`src/hw/rtl/gri_pkg.sv`:
```
package gri_pkg;

  // Field widths
  localparam int unsigned RAW_W   = 16;
  localparam int unsigned STEP_W  = 16;
  localparam int unsigned DB_W    = 16;
  localparam int unsigned LIM_W   = 24;
  localparam int unsigned ANGLE_W = 25;
  localparam int unsigned RATE_W  = 19;

  // APB
  localparam int unsigned PDATA_W = 32;
  localparam int unsigned PADDR_W = 4;

  typedef enum logic [1:0] {
    REG_STEP_TIME,
    REG_DEADBAND_RATE,
    REG_ANGLE_LIMIT
  } reg_idx_e;

  localparam logic [STEP_W-1:0] STEP_TIME_RST     = STEP_W'(328);
  localparam logic [DB_W-1:0]   DEADBAND_RATE_RST = DB_W'(256);
  localparam logic [LIM_W-1:0]  ANGLE_LIMIT_RST   = LIM_W'(2949120);
  localparam logic [LIM_W-1:0]  LIMIT_MAX         = LIM_W'(11796480);

  // Calibration block length
  localparam int unsigned CAL_SAMPLES = 100;
  localparam int unsigned CNT_W = (CAL_SAMPLES > 1) ? $clog2(CAL_SAMPLES) : 1;

  // 0.00875 dps/LSB in Q8 is 56/25
  localparam int unsigned SCALE_NUM = 56;
  localparam int unsigned SCALE_DEN = 25;

  // Round-to-nearest division: q = (2*m + d) / (2*d)
  localparam int unsigned RATE_DIV = 2 * SCALE_DEN;
  localparam int unsigned CAL_DIV  = 2 * SCALE_DEN * CAL_SAMPLES;
  localparam int unsigned DEN_W    = $clog2(CAL_DIV + 1);

  localparam int unsigned RAW_MAG_MAX = 2 ** (RAW_W - 1);
  localparam int unsigned SUM_MAG_MAX = CAL_SAMPLES * RAW_MAG_MAX;
  localparam int unsigned SUM_W       = $clog2(SUM_MAG_MAX + 1) + 1;

  localparam int unsigned RATE_NUM_MAX = RAW_MAG_MAX * 2 * SCALE_NUM + SCALE_DEN;
  localparam int unsigned CAL_NUM_MAX  = SUM_MAG_MAX * 2 * SCALE_NUM + SCALE_DEN * CAL_SAMPLES;
  localparam int unsigned RNUM_W       = $clog2(RATE_NUM_MAX + 1);
  localparam int unsigned NUM_W        = $clog2(CAL_NUM_MAX + 1);
  localparam int unsigned ITER_W       = $clog2(NUM_W + 1);

  localparam int unsigned Q_W    = $clog2(CAL_NUM_MAX / CAL_DIV + 1);
  localparam int unsigned BIAS_W = Q_W + 1;

  // Integration datapath
  localparam int unsigned MAG_W      = RATE_W - 1;
  localparam int unsigned PROD_W     = MAG_W + STEP_W;
  localparam int unsigned ROUND_SH   = 8;
  localparam int unsigned ROUND_HALF = 2 ** (ROUND_SH - 1);
  localparam int unsigned INC_W      = PROD_W + 1 - ROUND_SH;
  localparam int unsigned SUMA_W     = INC_W + 2;

endpackage

```
`src/hw/rtl/gri_req_if.sv`:
```
interface gri_req_if
  import gri_pkg::*;
();
  logic                    valid;
  logic                    ready;
  logic                    req_type;
  logic signed [RAW_W-1:0] raw_rate;

  modport source (output valid, output req_type, output raw_rate, input ready);
  modport sink   (input valid, input req_type, input raw_rate, output ready);
endinterface

```
`src/hw/rtl/gri_rsp_if.sv`:
```
interface gri_rsp_if
  import gri_pkg::*;
();
  logic                      valid;
  logic                      ready;
  logic signed [ANGLE_W-1:0] angle_out;
  logic signed [RATE_W-1:0]  rate_out;
  logic                      in_deadband;
  logic                      cal_done;

  modport source (output valid, output angle_out, output rate_out, output in_deadband,
                  output cal_done, input ready);
  modport sink   (input valid, input angle_out, input rate_out, input in_deadband,
                  input cal_done, output ready);
endinterface

```
`src/hw/rtl/gyro_rate_angle_integrator.sv`:
```
// Channel   Dir  Handshake       Payload
// req_i     in   valid / ready   req_type, raw_rate
// rsp_o     out  valid / ready   angle_out, rate_out, in_deadband, cal_done
// apb       in   psel / penable  paddr, pwdata, pwrite (prdata back, pready tied high)
//
// One request at a time. An integrate step divides, removes the bias, checks the
// dead band and, outside it, multiplies, rounds, adds and clamps; a calibration
// sample is accumulated, and the sample that closes a block is divided into the new
// bias. The bit-serial divider (one quotient bit a cycle) and the bit-serial
// multiplier (one step_time bit a cycle) do the arithmetic. Reset clears angle, bias
// and calibration progress and loads the register defaults. A response waits in the
// output register while the sink stalls; the next request is taken once the result is in it.
module gyro_rate_angle_integrator
  import gri_pkg::*;
(
  input  logic               clk_i,
  input  logic               rst_ni,
  gri_req_if.sink            req_i,
  gri_rsp_if.source          rsp_o,
  input  logic               psel,
  input  logic               penable,
  input  logic               pwrite,
  input  logic [PADDR_W-1:0] paddr,
  input  logic [PDATA_W-1:0] pwdata,
  output logic [PDATA_W-1:0] prdata,
  output logic               pready
);

  typedef enum logic [3:0] {
    ST_IDLE,
    ST_CAL,
    ST_DIV,
    ST_BIAS,
    ST_CORR,
    ST_DEAD,
    ST_MUL,
    ST_RND,
    ST_ADD,
    ST_CLAMP,
    ST_DONE
  } state_e;

  // ---------------------------------------------------------------------------
  // Configuration registers
  // ---------------------------------------------------------------------------
  logic [STEP_W-1:0] step_time_q;
  logic [DB_W-1:0]   deadband_rate_q;
  logic [LIM_W-1:0]  angle_limit_q;
  reg_idx_e          reg_idx;
  logic              cfg_wr;

  assign pready  = 1'b1;
  assign reg_idx = reg_idx_e'(paddr[PADDR_W-1:2]);
  assign cfg_wr  = psel & penable & pwrite;

  always_ff @(posedge clk_i or negedge rst_ni) begin
    if (!rst_ni) begin
      step_time_q     <= STEP_TIME_RST;
      deadband_rate_q <= DEADBAND_RATE_RST;
      angle_limit_q   <= ANGLE_LIMIT_RST;
    end else if (cfg_wr) begin
      case (reg_idx)
        REG_STEP_TIME:     step_time_q     <= pwdata[STEP_W-1:0];
        REG_DEADBAND_RATE: deadband_rate_q <= pwdata[DB_W-1:0];
        REG_ANGLE_LIMIT:   angle_limit_q   <= pwdata[LIM_W-1:0];
        default: ;
      endcase
    end
  end

  always_comb begin
    case (reg_idx)
      REG_STEP_TIME:     prdata = PDATA_W'(step_time_q);
      REG_DEADBAND_RATE: prdata = PDATA_W'(deadband_rate_q);
      REG_ANGLE_LIMIT:   prdata = PDATA_W'(angle_limit_q);
      default:           prdata = '0;
    endcase
  end

  // ---------------------------------------------------------------------------
  // Sequencer and serial datapath
  // ---------------------------------------------------------------------------
  state_e                     state_q, state_d;
  logic                       type_q, type_d;         // 1: integrate step
  logic signed [RAW_W-1:0]    raw_q, raw_d;
  logic [NUM_W-1:0]           num_q, num_d;           // dividend in, quotient out
  logic [DEN_W-1:0]           rem_q, rem_d;
  logic                       neg_q, neg_d;
  logic [ITER_W-1:0]          iter_q, iter_d;
  logic signed [RATE_W-1:0]   rate_q, rate_d;
  logic [MAG_W-1:0]           mag_q, mag_d;
  logic [STEP_W-1:0]          step_sh_q, step_sh_d;
  logic [PROD_W-1:0]          prod_q, prod_d;
  logic [INC_W-1:0]           inc_q, inc_d;
  logic signed [SUMA_W-1:0]   asum_q, asum_d;
  logic                       dead_q, dead_d;
  logic                       done_q, done_d;
  logic signed [ANGLE_W-1:0]  angle_q, angle_d;
  logic signed [BIAS_W-1:0]   bias_q, bias_d;
  logic signed [SUM_W-1:0]    sum_q, sum_d;
  logic [CNT_W-1:0]           cnt_q, cnt_d;

  logic                       out_valid_q, out_valid_d;
  logic signed [ANGLE_W-1:0]  out_angle_q, out_angle_d;
  logic signed [RATE_W-1:0]   out_rate_q, out_rate_d;
  logic                       out_dead_q, out_dead_d;
  logic                       out_done_q, out_done_d;

  // Combinational helpers
  logic [RAW_W-1:0]           raw_mag;
  logic [RNUM_W-1:0]          rate_num;
  logic signed [SUM_W-1:0]    sum_new;
  logic [SUM_W-2:0]           sum_mag;
  logic [CNT_W:0]             cnt_inc;
  logic [DEN_W-1:0]           den;
  logic [DEN_W:0]             trial;
  logic [Q_W-1:0]             quot;
  logic signed [BIAS_W-1:0]   quot_b;
  logic signed [RATE_W-1:0]   quot_r;
  logic [MAG_W-1:0]           rate_abs;
  logic [PROD_W:0]            prod_rnd;
  logic signed [SUMA_W-1:0]   inc_ext;
  logic [LIM_W-1:0]           lim;
  logic signed [SUMA_W-1:0]   lim_s;
  logic                       out_free;

  assign req_i.ready       = (state_q == ST_IDLE);
  assign rsp_o.valid       = out_valid_q;
  assign rsp_o.angle_out   = out_angle_q;
  assign rsp_o.rate_out    = out_rate_q;
  assign rsp_o.in_deadband = out_dead_q;
  assign rsp_o.cal_done    = out_done_q;

  always_comb begin
    // Integrate dividend: |raw|*112 + 25, to be divided by 50
    raw_mag  = req_i.raw_rate[RAW_W-1] ? RAW_W'(-req_i.raw_rate) : RAW_W'(req_i.raw_rate);
    rate_num = RNUM_W'(RNUM_W'(raw_mag) * RNUM_W'(2 * SCALE_NUM)) + RNUM_W'(SCALE_DEN);

    // Calibration accumulate
    sum_new = sum_q + SUM_W'(raw_q);
    sum_mag = sum_new[SUM_W-1] ? (SUM_W-1)'(-sum_new) : (SUM_W-1)'(sum_new);
    cnt_inc = {1'b0, cnt_q} + (CNT_W+1)'(1);

    // One restoring-division step
    den   = type_q ? DEN_W'(RATE_DIV) : DEN_W'(CAL_DIV);
    trial = {rem_q, num_q[NUM_W-1]};
    quot  = num_q[Q_W-1:0];
    quot_b = BIAS_W'(quot);
    quot_r = RATE_W'(quot);

    rate_abs = rate_q[RATE_W-1] ? MAG_W'(-rate_q) : MAG_W'(rate_q);
    prod_rnd = {1'b0, prod_q} + (PROD_W+1)'(ROUND_HALF);
    inc_ext  = SUMA_W'(inc_q);
    lim      = (angle_limit_q > LIMIT_MAX) ? LIMIT_MAX : angle_limit_q;
    lim_s    = SUMA_W'(lim);

    out_free = !out_valid_q || rsp_o.ready;
  end

  always_comb begin
    state_d     = state_q;
    type_d      = type_q;
    raw_d       = raw_q;
    num_d       = num_q;
    rem_d       = rem_q;
    neg_d       = neg_q;
    iter_d      = iter_q;
    rate_d      = rate_q;
    mag_d       = mag_q;
    step_sh_d   = step_sh_q;
    prod_d      = prod_q;
    inc_d       = inc_q;
    asum_d      = asum_q;
    dead_d      = dead_q;
    done_d      = done_q;
    angle_d     = angle_q;
    bias_d      = bias_q;
    sum_d       = sum_q;
    cnt_d       = cnt_q;
    out_valid_d = out_valid_q && !rsp_o.ready;
    out_angle_d = out_angle_q;
    out_rate_d  = out_rate_q;
    out_dead_d  = out_dead_q;
    out_done_d  = out_done_q;

    case (state_q)
      ST_IDLE: begin
        if (req_i.valid) begin
          type_d = req_i.req_type;
          raw_d  = req_i.raw_rate;
          if (req_i.req_type) begin
            // Left-align the short dividend so the quotient lands in the low bits
            num_d   = NUM_W'(rate_num) << (NUM_W - RNUM_W);
            neg_d   = req_i.raw_rate[RAW_W-1];
            rem_d   = '0;
            iter_d  = ITER_W'(RNUM_W);
            state_d = ST_DIV;
          end else begin
            state_d = ST_CAL;
          end
        end
      end

      ST_CAL: begin
        rate_d = '0;
        dead_d = 1'b0;
        if (cnt_inc >= (CNT_W+1)'(CAL_SAMPLES)) begin
          // Block complete: divide |sum|*112 + 25*N by 50*N
          num_d   = NUM_W'(NUM_W'(sum_mag) * NUM_W'(2 * SCALE_NUM))
                  + NUM_W'(SCALE_DEN * CAL_SAMPLES);
          neg_d   = sum_new[SUM_W-1];
          rem_d   = '0;
          iter_d  = ITER_W'(NUM_W);
          sum_d   = '0;
          cnt_d   = '0;
          state_d = ST_DIV;
        end else begin
          sum_d   = sum_new;
          cnt_d   = cnt_inc[CNT_W-1:0];
          done_d  = 1'b0;
          state_d = ST_DONE;
        end
      end

      ST_DIV: begin
        if (trial >= {1'b0, den}) begin
          rem_d = DEN_W'(trial - {1'b0, den});
          num_d = {num_q[NUM_W-2:0], 1'b1};
        end else begin
          rem_d = DEN_W'(trial);
          num_d = {num_q[NUM_W-2:0], 1'b0};
        end
        iter_d = iter_q - ITER_W'(1);
        if (iter_q == ITER_W'(1)) begin
          state_d = type_q ? ST_CORR : ST_BIAS;
        end
      end

      ST_BIAS: begin
        bias_d  = neg_q ? -quot_b : quot_b;
        done_d  = 1'b1;
        state_d = ST_DONE;
      end

      ST_CORR: begin
        // Apply sign, remove the learnt bias
        rate_d  = (neg_q ? -quot_r : quot_r) - RATE_W'(bias_q);
        state_d = ST_DEAD;
      end

      ST_DEAD: begin
        mag_d  = rate_abs;
        done_d = 1'b0;
        if (rate_abs < MAG_W'(deadband_rate_q)) begin
          dead_d  = 1'b1;
          state_d = ST_DONE;
        end else begin
          dead_d    = 1'b0;
          step_sh_d = step_time_q;
          prod_d    = '0;
          iter_d    = ITER_W'(STEP_W);
          state_d   = ST_MUL;
        end
      end

      ST_MUL: begin
        // Shift-and-add, step_time MSB first
        prod_d    = {prod_q[PROD_W-2:0], 1'b0}
                  + (step_sh_q[STEP_W-1] ? PROD_W'(mag_q) : PROD_W'(0));
        step_sh_d = {step_sh_q[STEP_W-2:0], 1'b0};
        iter_d    = iter_q - ITER_W'(1);
        if (iter_q == ITER_W'(1)) begin
          state_d = ST_RND;
        end
      end

      ST_RND: begin
        inc_d   = prod_rnd[PROD_W:ROUND_SH];
        state_d = ST_ADD;
      end

      ST_ADD: begin
        asum_d  = rate_q[RATE_W-1] ? SUMA_W'(angle_q) - inc_ext : SUMA_W'(angle_q) + inc_ext;
        state_d = ST_CLAMP;
      end

      ST_CLAMP: begin
        if (asum_q > lim_s) begin
          angle_d = ANGLE_W'(lim_s);
        end else if (asum_q < -lim_s) begin
          angle_d = ANGLE_W'(-lim_s);
        end else begin
          angle_d = ANGLE_W'(asum_q);
        end
        state_d = ST_DONE;
      end

      ST_DONE: begin
        // Hold the result until the output register frees up
        if (out_free) begin
          out_valid_d = 1'b1;
          out_angle_d = angle_q;
          out_rate_d  = rate_q;
          out_dead_d  = dead_q;
          out_done_d  = done_q;
          state_d     = ST_IDLE;
        end
      end

      default: state_d = ST_IDLE;
    endcase
  end

  always_ff @(posedge clk_i or negedge rst_ni) begin
    if (!rst_ni) begin
      state_q     <= ST_IDLE;
      type_q      <= 1'b0;
      raw_q       <= '0;
      num_q       <= '0;
      rem_q       <= '0;
      neg_q       <= 1'b0;
      iter_q      <= '0;
      rate_q      <= '0;
      mag_q       <= '0;
      step_sh_q   <= '0;
      prod_q      <= '0;
      inc_q       <= '0;
      asum_q      <= '0;
      dead_q      <= 1'b0;
      done_q      <= 1'b0;
      angle_q     <= '0;
      bias_q      <= '0;
      sum_q       <= '0;
      cnt_q       <= '0;
      out_valid_q <= 1'b0;
      out_angle_q <= '0;
      out_rate_q  <= '0;
      out_dead_q  <= 1'b0;
      out_done_q  <= 1'b0;
    end else begin
      state_q     <= state_d;
      type_q      <= type_d;
      raw_q       <= raw_d;
      num_q       <= num_d;
      rem_q       <= rem_d;
      neg_q       <= neg_d;
      iter_q      <= iter_d;
      rate_q      <= rate_d;
      mag_q       <= mag_d;
      step_sh_q   <= step_sh_d;
      prod_q      <= prod_d;
      inc_q       <= inc_d;
      asum_q      <= asum_d;
      dead_q      <= dead_d;
      done_q      <= done_d;
      angle_q     <= angle_d;
      bias_q      <= bias_d;
      sum_q       <= sum_d;
      cnt_q       <= cnt_d;
      out_valid_q <= out_valid_d;
      out_angle_q <= out_angle_d;
      out_rate_q  <= out_rate_d;
      out_dead_q  <= out_dead_d;
      out_done_q  <= out_done_d;
    end
  end

endmodule

```
`src/flat_wrapper.sv`:
```
// flat-port wrapper written by rule: the top's interface ports become plain ports
module gyro_rate_angle_integrator_flat import gri_pkg::*;
  (clk_i, rst_ni, psel, penable, pwrite, paddr, pwdata, prdata, pready, req_i_valid, req_i_req_type, req_i_raw_rate, req_i_ready, rsp_o_valid, rsp_o_angle_out, rsp_o_rate_out, rsp_o_in_deadband, rsp_o_cal_done, rsp_o_ready);
  gri_req_if req_i_i ();
  gri_rsp_if rsp_o_i ();
  input  logic clk_i;
  input  logic rst_ni;
  input  logic psel;
  input  logic penable;
  input  logic pwrite;
  input  logic [PADDR_W-1:0] paddr;
  input  logic [PDATA_W-1:0] pwdata;
  output logic [PDATA_W-1:0] prdata;
  output logic pready;
  input wire logic [$bits(req_i_i.valid)-1:0] req_i_valid;
  input wire logic [$bits(req_i_i.req_type)-1:0] req_i_req_type;
  input wire logic [$bits(req_i_i.raw_rate)-1:0] req_i_raw_rate;
  output wire logic [$bits(req_i_i.ready)-1:0] req_i_ready;
  output wire logic [$bits(rsp_o_i.valid)-1:0] rsp_o_valid;
  output wire logic [$bits(rsp_o_i.angle_out)-1:0] rsp_o_angle_out;
  output wire logic [$bits(rsp_o_i.rate_out)-1:0] rsp_o_rate_out;
  output wire logic [$bits(rsp_o_i.in_deadband)-1:0] rsp_o_in_deadband;
  output wire logic [$bits(rsp_o_i.cal_done)-1:0] rsp_o_cal_done;
  input wire logic [$bits(rsp_o_i.ready)-1:0] rsp_o_ready;
  assign req_i_i.valid = req_i_valid;
  assign req_i_i.req_type = req_i_req_type;
  assign req_i_i.raw_rate = req_i_raw_rate;
  assign req_i_ready = req_i_i.ready;
  assign rsp_o_valid = rsp_o_i.valid;
  assign rsp_o_angle_out = rsp_o_i.angle_out;
  assign rsp_o_rate_out = rsp_o_i.rate_out;
  assign rsp_o_in_deadband = rsp_o_i.in_deadband;
  assign rsp_o_cal_done = rsp_o_i.cal_done;
  assign rsp_o_i.ready = rsp_o_ready;
  gyro_rate_angle_integrator u_core (.clk_i(clk_i), .rst_ni(rst_ni), .req_i(req_i_i), .rsp_o(rsp_o_i), .psel(psel), .penable(penable), .pwrite(pwrite), .paddr(paddr), .pwdata(pwdata), .prdata(prdata), .pready(pready));
endmodule
```
`config.mk`:
```
export PLATFORM = sky130hd
export DESIGN_NAME = gyro_rate_angle_integrator_flat
export DESIGN_NICKNAME = d
export VERILOG_FILES = /design/src/hw/rtl/gri_pkg.sv /design/src/hw/rtl/gri_req_if.sv /design/src/hw/rtl/gri_rsp_if.sv /design/src/hw/rtl/gyro_rate_angle_integrator.sv /design/src/flat_wrapper.sv
export SDC_FILE = /design/constraint.sdc
export NUM_CORES = 1
export LEC_CHECK = 0
export BUFFER_PORTS_ARGS = -buffer_cell sky130_fd_sc_hd__buf_2
export CAP_MARGIN = 15
export CELL_PAD_IN_SITES_DETAIL_PLACEMENT = 0
export CELL_PAD_IN_SITES_GLOBAL_PLACEMENT = 2
export CORE_MARGIN = 4
export CORE_UTILIZATION = 39
export CTS_BUF_LIST = sky130_fd_sc_hd__clkbuf_16
export DETAILED_ROUTE_END_ITERATION = 10
export GPL_TIMING_DRIVEN = 1
export PLACE_DENSITY_LB_ADDON = 0.1
export SLEW_MARGIN = 10
export SYNTH_ARGS = -nofsm -noshare
export SYNTH_HDL_FRONTEND = slang
export SYNTH_SLANG_ARGS = --single-unit
```
`constraint.sdc`:
```
create_clock -name clk_i -period 8.7 [get_ports clk_i]
set_input_delay 0.435 -clock clk_i [delete_from_list [all_inputs] [get_ports clk_i]]
set_output_delay 0.435 -clock clk_i [all_outputs]
set_load 0.03 [all_outputs]
```
==> reports/metrics.yaml <==
die_h_um: 284.7
drt-wirelength-per-cell_um: 19.54
vias_per_cell: 5.524
detail_route.first_pass.iterations: 5
ys.flop_type: "dfrtp_1"
skew_ns: 0.02824
grt_pass1_wl_mm: 143.7
drc: 0
dieArea_sq_um: 81080
worst_pin_slew_ns: 1.082
cts_buffers: 48
ys_warn_count: 0
grt_use_total_pct: 21.91
cts_root_buffer: "clkbuf_16"
cp-end-kind: "flop"
routabilityCongestion: 0.8738
cts_setup_buffers: 0
drtIter0Drc: 1528
die_w_um: 284.7
cp.arrival_ns: 8.46
nNetsFinal: 3862
setup_viol: 0
grt_antenna_before_repair: 6
postPlaceCellArea_sq_um: 31480
ys_types: 92
grt_pass1_vias: 25287
startpoint_type: "flop"
ys_seq_elements: 390
final_max_slew_viol_count: 0
avgSynthCellArea_sq_um: 8.539
portBuffers: 121
vias: 25504
crit_path_max_incr_delay_ns: 0.84
drtAntennaViolNets: 0
drt-total-wl_mm: 90.20
num_rows: 101
synth_enable_flop_cells: 0
status: "completed"
cp_slowest_cell: "o41ai_1"
hp-class: "input pin to flop"
crit_fanout: 6
hold_buffers: 1
design_area_sq_um: 33170
core_sq_um: 75950
fmax_mhz: 126.0
clockBufferDepth: 3
start_util_pct: 39.33
critPathKind: "flop to flop"
setup_tns_ns: 0
synth.cell_area_sq_um: 29870
layout-drive-gt1-share_pct: 11.13
hpwl_mm: 69.24
cts_max_level: 2
relSlewSlack_pct: 27.89
ioPinCount: 141
rsz0062_at_grt: "false"
gr-total-overflow: 0
ctsResizeCount: 0
finalHoldViolCount: 0
fin_crit_sh_pct: 91.25
area_growth_pct: 11.05
clock-sinks: 390
cpMostUsedCell: "fa_1"
clk_latency_ns: 0.60
clkTransAtPathRegs_ns: 0.07
post-route-min-period_ns: 7.939
required_ns: 9.22
cts_tree: "done"
syn_inst: 3498
drv_cap: 0
yosysSeqAreaShare_pct: 32.71
grt_max_degree: 159
postSynth.asyncResetShare_pct: 100.0
-- layout make-up --
cell class / count / area [sq um]
clock inverter: 39 / 435.4
antenna: 2 / 5.005
inverter: 181 / 679.4
timing repair buffer: 159 / 913.4
multi-input combinational: 2767 / 18850
sequential: 390 / 9769
clock buffer: 49 / 1226
fill: 7510 / 42780
tap: 1030 / 1289
-- cells in the mapped netlist (all sizes together), types with 74 or more instances --
cell / instances / area [sq um]
dfrtp: 382 / 9559
o21ai: 296 / 1485
inv: 181 / 679.4
nor2: 201 / 754.5
xor2: 86 / 753.2
nand2: 519 / 1948
xnor2: 181 / 1585
nor3: 74 / 370.4
ha: 221 / 2765
a21oi: 158 / 790.8
nand3: 101 / 505.5
clkbuf: 144 / 540.5
a21o: 79 / 593.1
mux2: 108 / 1216
-- metrics by stage --
stage,util (%),cells,hold WS [ns],worst slack [ns]
final,43.67,4617,0.07977,0.7613
after global routing,43.67,4615,0.05101,0.07638
after CTS,43.65,4613,0.03242,0.6919
after detailed placement,41.45,4524,0.4597,0.7795
after global placement,41.45,4524,0.4554,0.8404
after floorplan,-,3505,0.1394,1.695
-- worst paths after layout --
path	cells past startpoint	endpoint	start	slack (ns)
worst max-delay path	25	u_core.num_q[28]	u_core.sum_q[0]	0.76
worst min-delay path	2	u_core.angle_limit_q[22]	pwdata[22]	0.08
worst max register to register	25	u_core.num_q[28]	u_core.sum_q[0]	0.76
worst min register to register	2	u_core.mag_q[14]	u_core.mag_q[14]	0.47
max in group asynchronous	3	u_core.rsp_o.rate_out[8]	rst_ni	6.71
min in group asynchronous	2	u_core.rsp_o.angle_out[22]	rst_ni	0.50
-- routing by layer --
layer,vias up,routed length (um),GRT usage [%]
li1,12547,-,-
met1,12439,42010,29.76
met2,400,42370,36.87
met3,112,3322,2.966
met4,6,2458,5.731
met5,-,42,0
-- cells by family after synthesis --
logic type / synth area share, %
xor+xnor: 7.829
buf+inv: 4.520
flops: 32.71
simple gates: 18.60
mux: 5.479
compound gates: 19.30
fa+ha+maj: 11.54
other cells: 0.02514
-- worst max-delay path, delay by kind of cell (launching register included) --
kind                       cells  cell delay [ns]
AOI/OAI and AO/OA             11             3.64
xor gates and xnor gates       2             0.75
adders and majority gates      5             1.88
DFF                            1             0.39
muxes                          1             0.11
and+or+nand+nor                6             1.09
-- layout by cell type (no fill, tap or decap), types with 73 or more instances in the layout --
| cell type | netlist | layout |
|---|---|---|
| dfrtp_1 | 382 | 382 |
| nand3_1 | 101 | 99 |
| mux2_2 | 108 | 108 |
| nor2_1 | 201 | 198 |
| o21ai_0 | 292 | 291 |
| buf_2 | 2 | 120 |
| nand2_1 | 519 | 516 |
| xor2_1 | 86 | 86 |
| ha_1 | 221 | 221 |
| xnor2_1 | 181 | 181 |
| a21oi_1 | 158 | 158 |
| inv_1 | 181 | 190 |
| a21o_1 | 79 | 79 |
| nor3_1 | 74 | 73 |
-- registers in the layout, summed over array words and instances (netlist names), 16 cells and up --
name,count
u_core.rsp_o.angle_out,25
u_core.mag_q,18
u_core.asum_q,29
u_core.step_sh_q,16
u_core.rsp_o.rate_out,19
u_core.sum_q,23
u_core.deadband_rate_q,16
u_core.step_time_q,16
u_core.inc_q,27
u_core.angle_limit_q,24
u_core.raw_q,16
u_core.angle_q,25
u_core.rate_q,19
u_core.num_q,29
u_core.bias_q,18
u_core.prod_q,34
Power is left out: the tool's default activity adds up to more than one toggle a clock period on the data nets, which glitch-free logic cannot reach.
